File: src/rtl/ffq_pkg.sv
// Package for the first-fit wait queue: widths, beat layouts, opcode and
// result codes, and the controller/datapath command and status structs.
// No dependencies.
package ffq_pkg;

  localparam int QUEUE_DEPTH = 32;
  localparam int ID_W        = 16;
  localparam int SIZE_W      = 8;
  localparam int STAT_W      = 4;
  localparam int AHEAD_W     = 6;
  localparam int IDX_W       = $clog2(QUEUE_DEPTH);
  localparam int CNT_W       = $clog2(QUEUE_DEPTH + 1);
  localparam int ENTRY_W     = ID_W + SIZE_W + STAT_W;

  // Input beat: op, group_id, group_size, status_in from bit 0 up.
  localparam int IN_OP_LO   = 0;
  localparam int IN_ID_LO   = 2;
  localparam int IN_SIZE_LO = IN_ID_LO + ID_W;
  localparam int IN_STAT_LO = IN_SIZE_LO + SIZE_W;
  localparam int IN_BITS    = IN_STAT_LO + STAT_W;
  localparam int IN_DATA_W  = ((IN_BITS + 7) / 8) * 8;

  // Output beat: result_code, id_out, present, ahead_count from bit 0 up.
  localparam int OUT_RC_LO    = 0;
  localparam int OUT_ID_LO    = 2;
  localparam int OUT_PRES_LO  = OUT_ID_LO + ID_W;
  localparam int OUT_AHEAD_LO = OUT_PRES_LO + 1;
  localparam int OUT_BITS     = OUT_AHEAD_LO + AHEAD_W;
  localparam int OUT_DATA_W   = ((OUT_BITS + 7) / 8) * 8;

  localparam logic [STAT_W-1:0] STATUS_WAITING = '0;

  typedef enum logic [1:0] {
    OP_APPEND = 2'd0,
    OP_TAKE   = 2'd1,
    OP_QUERY  = 2'd2,
    OP_SET    = 2'd3
  } op_e;

  typedef enum logic [1:0] {
    RC_DONE      = 2'd0,
    RC_NOT_FOUND = 2'd1,
    RC_WAITING   = 2'd2,
    RC_FULL      = 2'd3
  } rc_e;

  typedef struct packed {
    logic load;       // capture the input beat, restart the scan pointer
    logic issue;      // read the entry at the scan pointer, advance it
    logic wr_append;  // write the held item at the back
    logic wr_status;  // rewrite the status of the checked entry
    logic wr_shift;   // move the checked entry down by one slot
    logic fill_inc;
    logic fill_dec;
    logic stage_en;   // capture a result
    rc_e  stage_code;
    logic out_load;   // move the captured result to the output register
  } ffq_cmd_t;

  typedef struct packed {
    op_e  op;
    logic full;
    logic ptr_end;    // every live entry has been read
    logic chk_valid;  // read data holds an entry this cycle
    logic hit;        // that entry matches the held operation
    logic waiting;    // that entry has waiting status
  } ffq_stat_t;

endpackage

File: src/rtl/ffq_ram.sv
// Generic single-write, single-read RAM with registered read data.
// No dependencies.
module ffq_ram #(
  parameter int WIDTH = 8,
  parameter int DEPTH = 32
) (
  input  logic                     clk_i,
  input  logic                     we_i,
  input  logic [$clog2(DEPTH)-1:0] waddr_i,
  input  logic [WIDTH-1:0]         wdata_i,
  input  logic                     re_i,
  input  logic [$clog2(DEPTH)-1:0] raddr_i,
  output logic [WIDTH-1:0]         rdata_o
);

  logic [WIDTH-1:0] mem_q [DEPTH];
  logic [WIDTH-1:0] rdata_q;

  always_ff @(posedge clk_i) begin
    if (we_i) begin
      mem_q[waddr_i] <= wdata_i;
    end
    if (re_i) begin
      rdata_q <= mem_q[raddr_i];
    end
  end

  assign rdata_o = rdata_q;

endmodule

File: src/rtl/ffq_ctrl.sv
// Controller of the first-fit wait queue: sequences scans, compaction and
// result hand-off. Depends on ffq_pkg.
module ffq_ctrl
  import ffq_pkg::*;
(
  input  logic      clk_i,
  input  logic      rst_ni,
  input  logic      s_axis_tvalid_i,
  output logic      s_axis_tready_o,
  output logic      m_axis_tvalid_o,
  input  logic      m_axis_tready_i,
  input  ffq_stat_t stat_i,
  output ffq_cmd_t  cmd_o
);

  typedef enum logic [3:0] {
    S_IDLE  = 4'b0001,
    S_SCAN  = 4'b0010,
    S_SHIFT = 4'b0100,
    S_POST  = 4'b1000
  } state_e;

  state_e state_q, state_d;
  logic   out_valid_q, out_valid_d;

  always_comb begin
    state_d = state_q;
    cmd_o   = '0;
    cmd_o.stage_code = RC_NOT_FOUND;

    case (state_q)
      S_IDLE: begin
        if (s_axis_tvalid_i) begin
          cmd_o.load = 1'b1;
          state_d    = S_SCAN;
        end
      end
      S_SCAN: begin
        if (stat_i.op == OP_APPEND) begin
          cmd_o.stage_en = 1'b1;
          if (stat_i.full) begin
            cmd_o.stage_code = RC_FULL;
          end else begin
            cmd_o.wr_append  = 1'b1;
            cmd_o.fill_inc   = 1'b1;
            cmd_o.stage_code = RC_DONE;
          end
          state_d = S_POST;
        end else if (stat_i.chk_valid && stat_i.hit) begin
          cmd_o.stage_en   = 1'b1;
          cmd_o.stage_code = RC_DONE;
          case (stat_i.op)
            OP_TAKE: begin
              // keep reading: the entries behind the hit move down
              cmd_o.issue = !stat_i.ptr_end;
              state_d     = S_SHIFT;
            end
            OP_SET: begin
              if (stat_i.waiting) begin
                cmd_o.stage_code = RC_WAITING;
              end else begin
                cmd_o.wr_status = 1'b1;
              end
              state_d = S_POST;
            end
            default: begin
              state_d = S_POST;
            end
          endcase
        end else if (!stat_i.chk_valid && stat_i.ptr_end) begin
          cmd_o.stage_en   = 1'b1;
          cmd_o.stage_code = RC_NOT_FOUND;
          state_d          = S_POST;
        end else begin
          cmd_o.issue = !stat_i.ptr_end;
        end
      end
      S_SHIFT: begin
        cmd_o.wr_shift = stat_i.chk_valid;
        cmd_o.issue    = !stat_i.ptr_end;
        if (!stat_i.chk_valid && stat_i.ptr_end) begin
          cmd_o.fill_dec = 1'b1;
          state_d        = S_POST;
        end
      end
      S_POST: begin
        if (!out_valid_q || m_axis_tready_i) begin
          cmd_o.out_load = 1'b1;
          state_d        = S_IDLE;
        end
      end
      default: begin
        state_d = S_IDLE;
      end
    endcase
  end

  always_comb begin
    out_valid_d = out_valid_q;
    if (m_axis_tready_i) begin
      out_valid_d = 1'b0;
    end
    if (cmd_o.out_load) begin
      out_valid_d = 1'b1;
    end
  end

  always_ff @(posedge clk_i or negedge rst_ni) begin
    if (!rst_ni) begin
      state_q     <= S_IDLE;
      out_valid_q <= 1'b0;
    end else begin
      state_q     <= state_d;
      out_valid_q <= out_valid_d;
    end
  end

  assign s_axis_tready_o = (state_q == S_IDLE);
  assign m_axis_tvalid_o = out_valid_q;

endmodule

File: src/rtl/ffq_dp.sv
// Datapath of the first-fit wait queue: item and result registers, the
// entry RAM, fill level, scan pointer and match logic. Depends on ffq_pkg, ffq_ram.
module ffq_dp
  import ffq_pkg::*;
(
  input  logic                  clk_i,
  input  logic                  rst_ni,
  input  logic [IN_DATA_W-1:0]  s_axis_tdata_i,
  output logic [OUT_DATA_W-1:0] m_axis_tdata_o,
  input  ffq_cmd_t              cmd_i,
  output ffq_stat_t             stat_o
);

  // held item
  op_e               op_q;
  logic [ID_W-1:0]   id_q;
  logic [SIZE_W-1:0] sz_q;
  logic [STAT_W-1:0] st_q;

  logic [CNT_W-1:0] fill_q, fill_d;
  logic [CNT_W-1:0] ptr_q, ptr_d;
  logic             chk_valid_q;
  logic [IDX_W-1:0] chk_idx_q;

  // staged and output results
  rc_e                res_code_q, out_code_q;
  logic [ID_W-1:0]    res_id_q, out_id_q;
  logic               res_pres_q, out_pres_q;
  logic [AHEAD_W-1:0] res_ahead_q, out_ahead_q;

  logic               we;
  logic [IDX_W-1:0]   waddr;
  logic [ENTRY_W-1:0] wdata;
  logic [ENTRY_W-1:0] rdata;
  logic [ID_W-1:0]    rd_id;
  logic [SIZE_W-1:0]  rd_size;
  logic [STAT_W-1:0]  rd_stat;
  logic               stage_pres;

  // entry layout: status, size, id from the top down
  assign rd_id   = rdata[ID_W-1:0];
  assign rd_size = rdata[ID_W +: SIZE_W];
  assign rd_stat = rdata[ID_W + SIZE_W +: STAT_W];

  always_comb begin
    we    = cmd_i.wr_append | cmd_i.wr_status | cmd_i.wr_shift;
    waddr = fill_q[IDX_W-1:0];
    wdata = {st_q, sz_q, id_q};
    if (cmd_i.wr_status) begin
      waddr = chk_idx_q;
      wdata = {st_q, rd_size, rd_id};
    end else if (cmd_i.wr_shift) begin
      waddr = chk_idx_q - IDX_W'(1);
      wdata = rdata;
    end
  end

  ffq_ram #(
    .WIDTH (ENTRY_W),
    .DEPTH (QUEUE_DEPTH)
  ) u_ram (
    .clk_i   (clk_i),
    .we_i    (we),
    .waddr_i (waddr),
    .wdata_i (wdata),
    .re_i    (cmd_i.issue),
    .raddr_i (ptr_q[IDX_W-1:0]),
    .rdata_o (rdata)
  );

  always_comb begin
    fill_d = fill_q;
    if (cmd_i.fill_inc) begin
      fill_d = fill_q + CNT_W'(1);
    end else if (cmd_i.fill_dec) begin
      fill_d = fill_q - CNT_W'(1);
    end
    ptr_d = ptr_q;
    if (cmd_i.load) begin
      ptr_d = '0;
    end else if (cmd_i.issue) begin
      ptr_d = ptr_q + CNT_W'(1);
    end
  end

  always_ff @(posedge clk_i or negedge rst_ni) begin
    if (!rst_ni) begin
      fill_q      <= '0;
      ptr_q       <= '0;
      chk_valid_q <= 1'b0;
    end else begin
      fill_q      <= fill_d;
      ptr_q       <= ptr_d;
      chk_valid_q <= cmd_i.issue;
    end
  end

  assign stage_pres = (cmd_i.stage_code == RC_DONE) && (op_q == OP_QUERY);

  always_ff @(posedge clk_i) begin
    if (cmd_i.load) begin
      op_q <= op_e'(s_axis_tdata_i[IN_OP_LO +: 2]);
      id_q <= s_axis_tdata_i[IN_ID_LO +: ID_W];
      sz_q <= s_axis_tdata_i[IN_SIZE_LO +: SIZE_W];
      st_q <= s_axis_tdata_i[IN_STAT_LO +: STAT_W];
    end
    if (cmd_i.issue) begin
      chk_idx_q <= ptr_q[IDX_W-1:0];
    end
    if (cmd_i.stage_en) begin
      res_code_q  <= cmd_i.stage_code;
      res_id_q    <= ((cmd_i.stage_code == RC_DONE) && (op_q == OP_TAKE)) ? rd_id : '0;
      res_pres_q  <= stage_pres;
      res_ahead_q <= stage_pres ? AHEAD_W'(chk_idx_q) : '0;
    end
    if (cmd_i.out_load) begin
      out_code_q  <= res_code_q;
      out_id_q    <= res_id_q;
      out_pres_q  <= res_pres_q;
      out_ahead_q <= res_ahead_q;
    end
  end

  assign stat_o.op        = op_q;
  assign stat_o.full      = (fill_q == CNT_W'(QUEUE_DEPTH));
  assign stat_o.ptr_end   = (ptr_q >= fill_q);
  assign stat_o.chk_valid = chk_valid_q;
  assign stat_o.hit       = (op_q == OP_TAKE) ? (rd_size <= sz_q) : (rd_id == id_q);
  assign stat_o.waiting   = (rd_stat == STATUS_WAITING);

  assign m_axis_tdata_o = {(OUT_DATA_W - OUT_BITS)'(0), out_ahead_q, out_pres_q,
                           out_id_q, out_code_q};

endmodule

File: src/rtl/first_fit_wait_queue_core.sv
// First-fit wait queue, top level: joins the controller and the datapath.
// Depends on ffq_pkg, ffq_ctrl, ffq_dp.
//
// Usage:
//   Slave stream carries one operation per beat: append, take first fit,
//   query position or set status. Master stream returns exactly one result
//   beat per operation, in order.
//   Entries live in a 32-entry RAM with one read and one write port; the scan
//   reads one entry per cycle, and a take moves every entry behind the
//   removed one down by one slot over the same read stream.
//   Append is decided without reading the RAM; the other operations read
//   entries in order until a hit or the end of the queue, and a take reads
//   on to the end whether the hit is early or late. A result is captured in
//   a staging register, then moved to the output register; the scan length
//   sets how soon the next beat can be taken.
//   One operation is in flight at a time; the next beat is accepted once the
//   result has been moved to the output register, so a result waiting on a
//   stalled receiver does not hold off the next operation, only its result.
//   Reset empties the queue at once; entry contents are left as they are and
//   are never read before being written.
//   tdata is idle-safe: it holds while tvalid is high and tready is low.
module first_fit_wait_queue_core
  import ffq_pkg::*;
(
  input  logic                  clk_i,
  input  logic                  rst_ni,
  input  logic                  s_axis_tvalid,
  output logic                  s_axis_tready,
  // op [1:0], group_id [17:2], group_size [25:18], status_in [29:26]
  input  logic [IN_DATA_W-1:0]  s_axis_tdata,
  output logic                  m_axis_tvalid,
  input  logic                  m_axis_tready,
  // result_code [1:0], id_out [17:2], present [18], ahead_count [24:19]
  output logic [OUT_DATA_W-1:0] m_axis_tdata
);

  ffq_cmd_t  cmd;
  ffq_stat_t stat;

  ffq_ctrl u_ctrl (
    .clk_i           (clk_i),
    .rst_ni          (rst_ni),
    .s_axis_tvalid_i (s_axis_tvalid),
    .s_axis_tready_o (s_axis_tready),
    .m_axis_tvalid_o (m_axis_tvalid),
    .m_axis_tready_i (m_axis_tready),
    .stat_i          (stat),
    .cmd_o           (cmd)
  );

  ffq_dp u_dp (
    .clk_i          (clk_i),
    .rst_ni         (rst_ni),
    .s_axis_tdata_i (s_axis_tdata),
    .m_axis_tdata_o (m_axis_tdata),
    .cmd_i          (cmd),
    .stat_o         (stat)
  );

endmodule

File: config.mk
export PLATFORM = sky130hd
export DESIGN_NAME = first_fit_wait_queue_core
export DESIGN_NICKNAME = d
export VERILOG_FILES = /design/src/rtl/ffq_pkg.sv /design/src/rtl/ffq_ram.sv /design/src/rtl/ffq_ctrl.sv /design/src/rtl/ffq_dp.sv /design/src/rtl/first_fit_wait_queue_core.sv
export SDC_FILE = /design/constraint.sdc
export NUM_CORES = 1
export LEC_CHECK = 0
export ABC_AREA = 1
export BUFFER_PORTS_ARGS = -buffer_cell sky130_fd_sc_hd__buf_4
export CAP_MARGIN = 40
export CORE_ASPECT_RATIO = 2
export CORE_MARGIN = 10
export CORE_UTILIZATION = 56
export CTS_CLUSTER_DIAMETER = 60
export CTS_CLUSTER_SIZE = 28
export DETAILED_ROUTE_END_ITERATION = 8
export PLACE_DENSITY = 0.75
export SETUP_SLACK_MARGIN = 0.02
export SLEW_MARGIN = 0
export SYNTH_ARGS = -nofsm -noshare
export SYNTH_HDL_FRONTEND = slang
export SYNTH_SLANG_ARGS = --single-unit
export TNS_END_PERCENT = 20
File: constraint.sdc
create_clock -name clk_i -period 4.4 [get_ports clk_i]
set_input_delay 1.1 -clock clk_i [delete_from_list [all_inputs] [get_ports clk_i]]
set_output_delay 1.1 -clock clk_i [all_outputs]
set_load 0.005 [all_outputs]
# [Yosys cells after proc, flatten, opt, wreduce, memory -nomap -nowiden]
# Memories as Yosys holds them, arrays and structs flattened. A register that Yosys moved wholly into a read port is not among the register bits.
# Cells that the tools add are included.
# W data, S select, Z words.
[op_classes] n_bitwise=2 order_cmp=2 n_addsub=4 n_eq_ne=11 reduce_logical=15 muxes=47
[op_table] operator="$mux W28" n=2
[op_table] operator="$mux W4" n=6
[op_table] operator="$mux W6" n=4
[op_table] operator="$mux W1" n=23
[op_table] operator="$eq A16 B16 Y1" n=1
[op_table] operator="$pmux W4 S4" n=1
[op_table] operator="$add A6 B1 Y6 const B" n=2
[op_table] operator="$mux W3" n=4
[op_table] operator="$mux W5" n=2
[op_table] operator="$le A8 B8 Y1" n=1
[op_table] operator="$mux W2" n=4
[op_table] operator="$eq A6 B6 Y1 const B" n=1
[op_table] operator="$ge A6 B6 Y1" n=1
[op_table] operator="$reduce_bool A2 Y1" n=3
[op_table] operator="$sub A6 B1 Y6 const B" n=1
[op_table] operator="$sub A5 B1 Y5 const B" n=1
[op_table] operator="$eq A2 B2 Y1 const B" n=2
[op_table] operator="$eq A4 B1 Y1 const B" n=1
[op_table] operator="$eq A4 B2 Y1 const B" n=1
[op_table] operator="$eq A4 B3 Y1 const B" n=1
[op_table] operator="$eq A4 B4 Y1 const B" n=1
[op_table] operator="$logic_and A1 B1 Y1" n=4
[op_table] operator="$logic_not A2 Y1" n=2
[op_table] operator="$logic_not A4 Y1" n=1
[op_table] operator="8 further kinds" n=11
[word_totals] ff_bits=103 out_inout_bits=34 ram_bits=896 input_bits=36 memories=1 wordCells=101
[mem_list] name="u_dp.u_ram.mem_q" words=32 width=28 rd=1 rd_ports_with_merged_regs=1 wr=1 line="ffq_ram.sv:16" source="logic [WIDTH-1:0] mem_q [DEPTH];"

# [Longest topological paths before layout]
[depth] depth_word=10 depth_mapped=19 ltp_nobuf=19

# [Cells and area by module]
# From an unflattened synthesis, not the netlist that was laid out.
[unflattened] cells_unflattened=3592 area_unflattened_um2=42538.3
[by_module_without_submodules] module="ffq_ram" cells_each=3100 instances=1 seq_area_each_um2=27746.6 area_per_inst_um2=37459.7
[by_module_without_submodules] module="ffq_dp" cells_each=423 instances=1 seq_area_each_um2=2817.7 area_per_inst_um2=4670.7
[by_module_without_submodules] module="ffq_ctrl" cells_each=69 instances=1 seq_area_each_um2=126.4 area_per_inst_um2=407.9

# [Worst setup path after synthesis]
# Ideal clock, no wire load.
[synth_timing] kind="register to register" startpoint="register u_dp.u_ram.rdata_q[21], in the netlist u_dp.u_ram.rdata_o[21] (read register of u_dp.u_ram.mem_q)" endpoint="memory u_dp.u_ram.mem_q[28][0] in the netlist's numbering (enable)" required_time_ps=3987 n_path_buf=0 arrival_ps=2962 path_slack_ps=1025 period_less_slack_ps=3375 path_stages_with_launch=15 setup_ps=413 cell_sequence="edfxtp_1 ha_1 a21oi_1 nor2_1 nor2_1 nand2_1 nand2_1 nand2_1 nand2_4 nand3_2 nor2_4 nand2_1 o21ai_1 nand2_1 nor2_1"
[synth_between] elab_chain_cells=10 word_cells_on_any_way=11 cone_classes="order compare: 1; mux: 7; bitwise: 2; reduce/logical: 1"
[synth_lines] element="start, declared" line="ffq_ram.sv:17" source="logic [WIDTH-1:0] rdata_q;"
[synth_lines] element="$le A8 B8 Y1 *" line="ffq_dp.sv:128" source="assign stat_o.hit = (op_q == OP_TAKE) ? (rd_size <= sz_q) : (rd_id == id_q);"
[synth_lines] element="$mux W1 *" line="ffq_dp.sv:128"
[synth_lines] element="$logic_and A1 B1 Y1 *" line="ffq_ctrl.sv:49" source="end else if (stat_i.chk_valid && stat_i.hit) begin"
[synth_lines] element="$mux W1 *" line="ffq_ctrl.sv:49"
[synth_lines] element="$mux W1 *" line="ffq_ctrl.sv:39" source="if (stat_i.op == OP_APPEND) begin"
[synth_lines] element="$mux W2 *" line="ffq_ctrl.sv:31" source="case (state_q)"
[synth_lines] element="$or A1 B1 Y1 (2 in series)" line="ffq_dp.sv:46" source="we = cmd_i.wr_append | cmd_i.wr_status | cmd_i.wr_shift;"
[synth_lines] element="$mux W1" line="ffq_ram.sv:20" source="if (we_i) begin"
[synth_lines] element="$mux W1 (implied by the code)" line="ffq_ram.sv:21" source="mem_q[waddr_i] <= wdata_i;"
[synth_lines] element="end, declared" line="ffq_ram.sv:16"
# Every way passes the cells marked *; elsewhere a longest branch is shown, timed or not.

# [Worst setup path after layout]
[layout_timing] startpoint="register u_dp.u_ram.rdata_q[21], in the netlist u_dp.u_ram.rdata_o[21] (read register of u_dp.u_ram.mem_q)" endpoint="memory u_dp.u_ram.mem_q[25][27] in the netlist's numbering (enable)"
# The elaborated chain is that of the path after synthesis.

==> flow_summary.json <==
{
  "status": "finished clean",
  "routedWlPerCell_um": 27.2,
  "yosysWarnings": 0,
  "first_pass_iters": 9,
  "start_util_pct": 56.6,
  "grt_max_degree": 184,
  "critPathMaxFanout": 18,
  "layout-drive-gt1-share_pct": 10.2,
  "clk_latency_ns": 0.62,
  "fin_crit_sh_pct": 84.4,
  "cts-root-buf": "clkbuf_16",
  "ctsHoldBuffers": 0,
  "clkSlewWorstSetupHoldPaths_ns": 0.10,
  "power.density_nw_per_um2": 507,
  "numCtsBuffers": 42,
  "io_pins": 70,
  "dp_slack_ns": 0.699,
  "cts.sinks": 1025,
  "crit_type": "reg -> reg",
  "wl_met3_um": 10700,
  "dieWidth_um": 211,
  "design_area_sq_um": 44200,
  "finalWorstSetupSlack_ns": 0.688,
  "num_vias": 26560,
  "drc": 0,
  "clock_path_buffers": 3,
  "hold_violations": 0,
  "top_layer_used": "met5",
  "place_congestion": 0.883,
  "fin_util_pct": 61.4,
  "grt_usage_pct": 25.4,
  "vias_per_cell": 6.59,
  "cts_max_level": 2,
  "wl_met1_um": 35800,
  "rsz0062_at_grt": "false",
  "hp-class": "in -> async",
  "power_mw": 22.4,
  "slew_headroom_pct": 36.6,
  "fmax_ghz": 0.269,
  "wl_um": 110000,
  "core_sq_um": 72000,
  "stdcell_count": 4032,
  "place_inst": 3977,
  "grt_antenna_before_repair": 1,
  "slew_violations": 0,
  "cp-end-kind": "register",
  "io_buffers": 59,
  "postCtsSetupRepairBufs": 0,
  "post_dp_cell_area_sq_um": 43000,
  "synth-seq-cells": 1025,
  "max_slew.worst_pin.slew_ns": 0.946,
  "grt_pass1_vias": 26069,
  "ys_types": 49,
  "synthesis.area_sq_um": 40700,
  "cts_tree": "done",
  "rows": 139,
  "setup_viol": 0,
  "fp.dieH_um": 401,
  "design.final.nets": 3162,
  "crit_arrival_ns": 4.03,
  "place_hpwl_um": 63200,
  "ir_drop_uv": 351,
  "cp.required_ns": 4.72,
  "max-cap-violations": 0,
  "fin_setup_tns_ns": 0,
  "antenna_cells": 0,
  "grt_overflow": 0,
  "route.met2.wl_um": 55100,
  "seq_area_frac_synth_pct": 75.3,
  "start_kind": "register",
  "die-area_sq_um": 84600,
  "avgSynthCellArea_sq_um": 13.2,
  "drt_iter0_drc": 3547,
  "hold_ws_ns": 0.333,
  "total_leakage_power_nw": 14.5,
  "syn_to_final_growth_pct": 8.46,
  "fin_skew_ns": 0.0220,
  "ant_nets": 0,
  "synth_cells": 3085,
  "fin_crit_ns": 3.71,
  "cts_resized": 0,
  "grt_pass1_wl_um": 161000
}
==> cells in the mapped netlist, drive strengths merged <==
| library cell | count | area [sq um] |
|---|---|---|
| edfxtp | 1007 | 30200 |
| nand3 | 48 | 280 |
| nor3 | 11 | 71.3 |
| inv | 83 | 312 |
| o21a | 4 | 30.0 |
| conb | 1 | 3.75 |
| fa | 1 | 20.0 |
| clkinv | 3 | 11.3 |
| ha | 20 | 250 |
| o21ai | 520 | 2610 |
| a21o | 1 | 7.51 |
| nor2 | 590 | 2280 |
| o21bai | 2 | 15.0 |
| buf | 69 | 388 |
| a221oi | 6 | 52.6 |
| or2 | 4 | 25.0 |
| xor2 | 11 | 96.3 |
| nand4 | 11 | 83.8 |
| dfrtp | 17 | 425 |
| o221ai | 50 | 438 |
| xnor2 | 4 | 35.0 |
| o22ai | 157 | 982 |
| a21oi | 56 | 280 |
| a22oi | 1 | 7.51 |
| o211ai | 3 | 22.5 |
| a31oi | 39 | 244 |
| nor4 | 3 | 25.0 |
| dfstp | 1 | 26.3 |
| a211oi | 7 | 52.6 |
| clkbuf | 131 | 492 |
| nand2 | 215 | 847 |
| o211a | 9 | 90.1 |
==> cell families after synthesis <==
kind of cell / after synthesis / share of synthesized area, %
AOI/OAI and AO/OA: 855 / 11.9
xor gates and xnor gates: 15 / 0.322
adders and majority gates: 21 / 0.663
buffers and inverters: 286 / 2.95
DFF: 1025 / 75.3
other: 1 / 0.00920
and+or+nand+nor: 882 / 8.87
==> flip-flops by register name, indices dropped and copies added, names as in the netlist <==
| signal | flops |
|---|---|
| u_ctrl.m_axis_tvalid_o | 1 |
| u_ctrl.state_q | 4 |
| u_dp.chk_idx_q | 5 |
| u_dp.chk_valid_q | 1 |
| u_dp.fill_q | 6 |
| u_dp.id_q | 16 |
| u_dp.op_q | 2 |
| u_dp.out_ahead_q | 5 |
| u_dp.out_code_q | 2 |
| u_dp.out_id_q | 16 |
| u_dp.out_pres_q | 1 |
| u_dp.ptr_q | 6 |
| u_dp.res_ahead_q | 5 |
| u_dp.res_code_q | 2 |
| u_dp.res_id_q | 16 |
| u_dp.res_pres_q | 1 |
| u_dp.st_q | 4 |
| u_dp.sz_q | 8 |
| u_dp.u_ram.mem_q | 896 |
| u_dp.u_ram.rdata_o | 28 |
==> placed cells by master, fill, tap and decap left out, types with 9 or more instances in the layout <==
cell type / n
o21ai_0: 485
inv_1: 70
ha_1: 20
a21oi_1: 56
o22ai_1: 157
xor2_1: 11
a31oi_1: 39
o21ai_2: 11
o221ai_1: 50
buf_12: 27
dfrtp_1: 13
nor2_2: 9
nand3_1: 40
edfxtp_1: 1007
nor2_1: 542
o211a_1: 9
nor2_4: 39
inv_2: 13
nor3_1: 9
clkbuf_16: 43
nand4_1: 10
buf_4: 133
nand2_1: 207
o21ai_1: 24
==> final cells by class <==
cell class                      count  area (sq um)
Clock buffer                       52          1120
Clock inverter                      3          43.8
Fill cell                        5182         27800
Inverter                           86           333
Multi-Input combinational cell   1781          9160
Sequential cell                  1025         30700
Tap cell                          916          1150
Timing Repair Buffer              169          1690
==> power breakdown <==
part	switching, mW	leakage (nW)	total (mW)	internal, mW
Sequential	0.283	9.31	11.8	11.5
Clock	2.74	0.569	4.61	1.87
Combinational	4.31	4.61	6.04	1.74
Total	7.33	14.5	22.4	15.1
==> critical path, cell delays in order (launching register included) <==
cell      delay, ns
edfxtp_1       0.43
ha_1           0.35
a21oi_1        0.21
nor2_1         0.07
nor2_1         0.19
nand2_1        0.09
nand2_1        0.07
nand2_1        0.09
nand2_4        0.16
nand4_4        0.16
o21ai_1        0.29
nand3_2        0.43
nor2_4         0.56
buf_12         0.27
==> path summary, 6_finish.rpt <==
kind	slack (ns)	cells after the start	startpoint	end
worst min-delay path	0.33	1	rst_ni	u_ctrl.m_axis_tvalid_o
min in group clk_i	0.43	0	u_dp.res_id_q[3]	u_dp.out_id_q[3]
worst max register to register	0.69	13	u_dp.u_ram.rdata_o[21]	u_dp.u_ram.mem_q[25][27]
max in group asynchronous	3.81	1	rst_ni	u_ctrl.state_q[0]
worst min register to register	0.43	0	u_dp.res_id_q[3]	u_dp.out_id_q[3]
worst max-delay path	0.69	13	u_dp.u_ram.rdata_o[21]	u_dp.u_ram.mem_q[25][27]
==> layer usage <==
layer,track usage (%),vias to the layer above
met3,3.84,419
met5,0,-
met2,43.4,1777
li1,-,11353
met1,29.2,13009
met4,16.5,2
(Power assumes the default switching activity.)
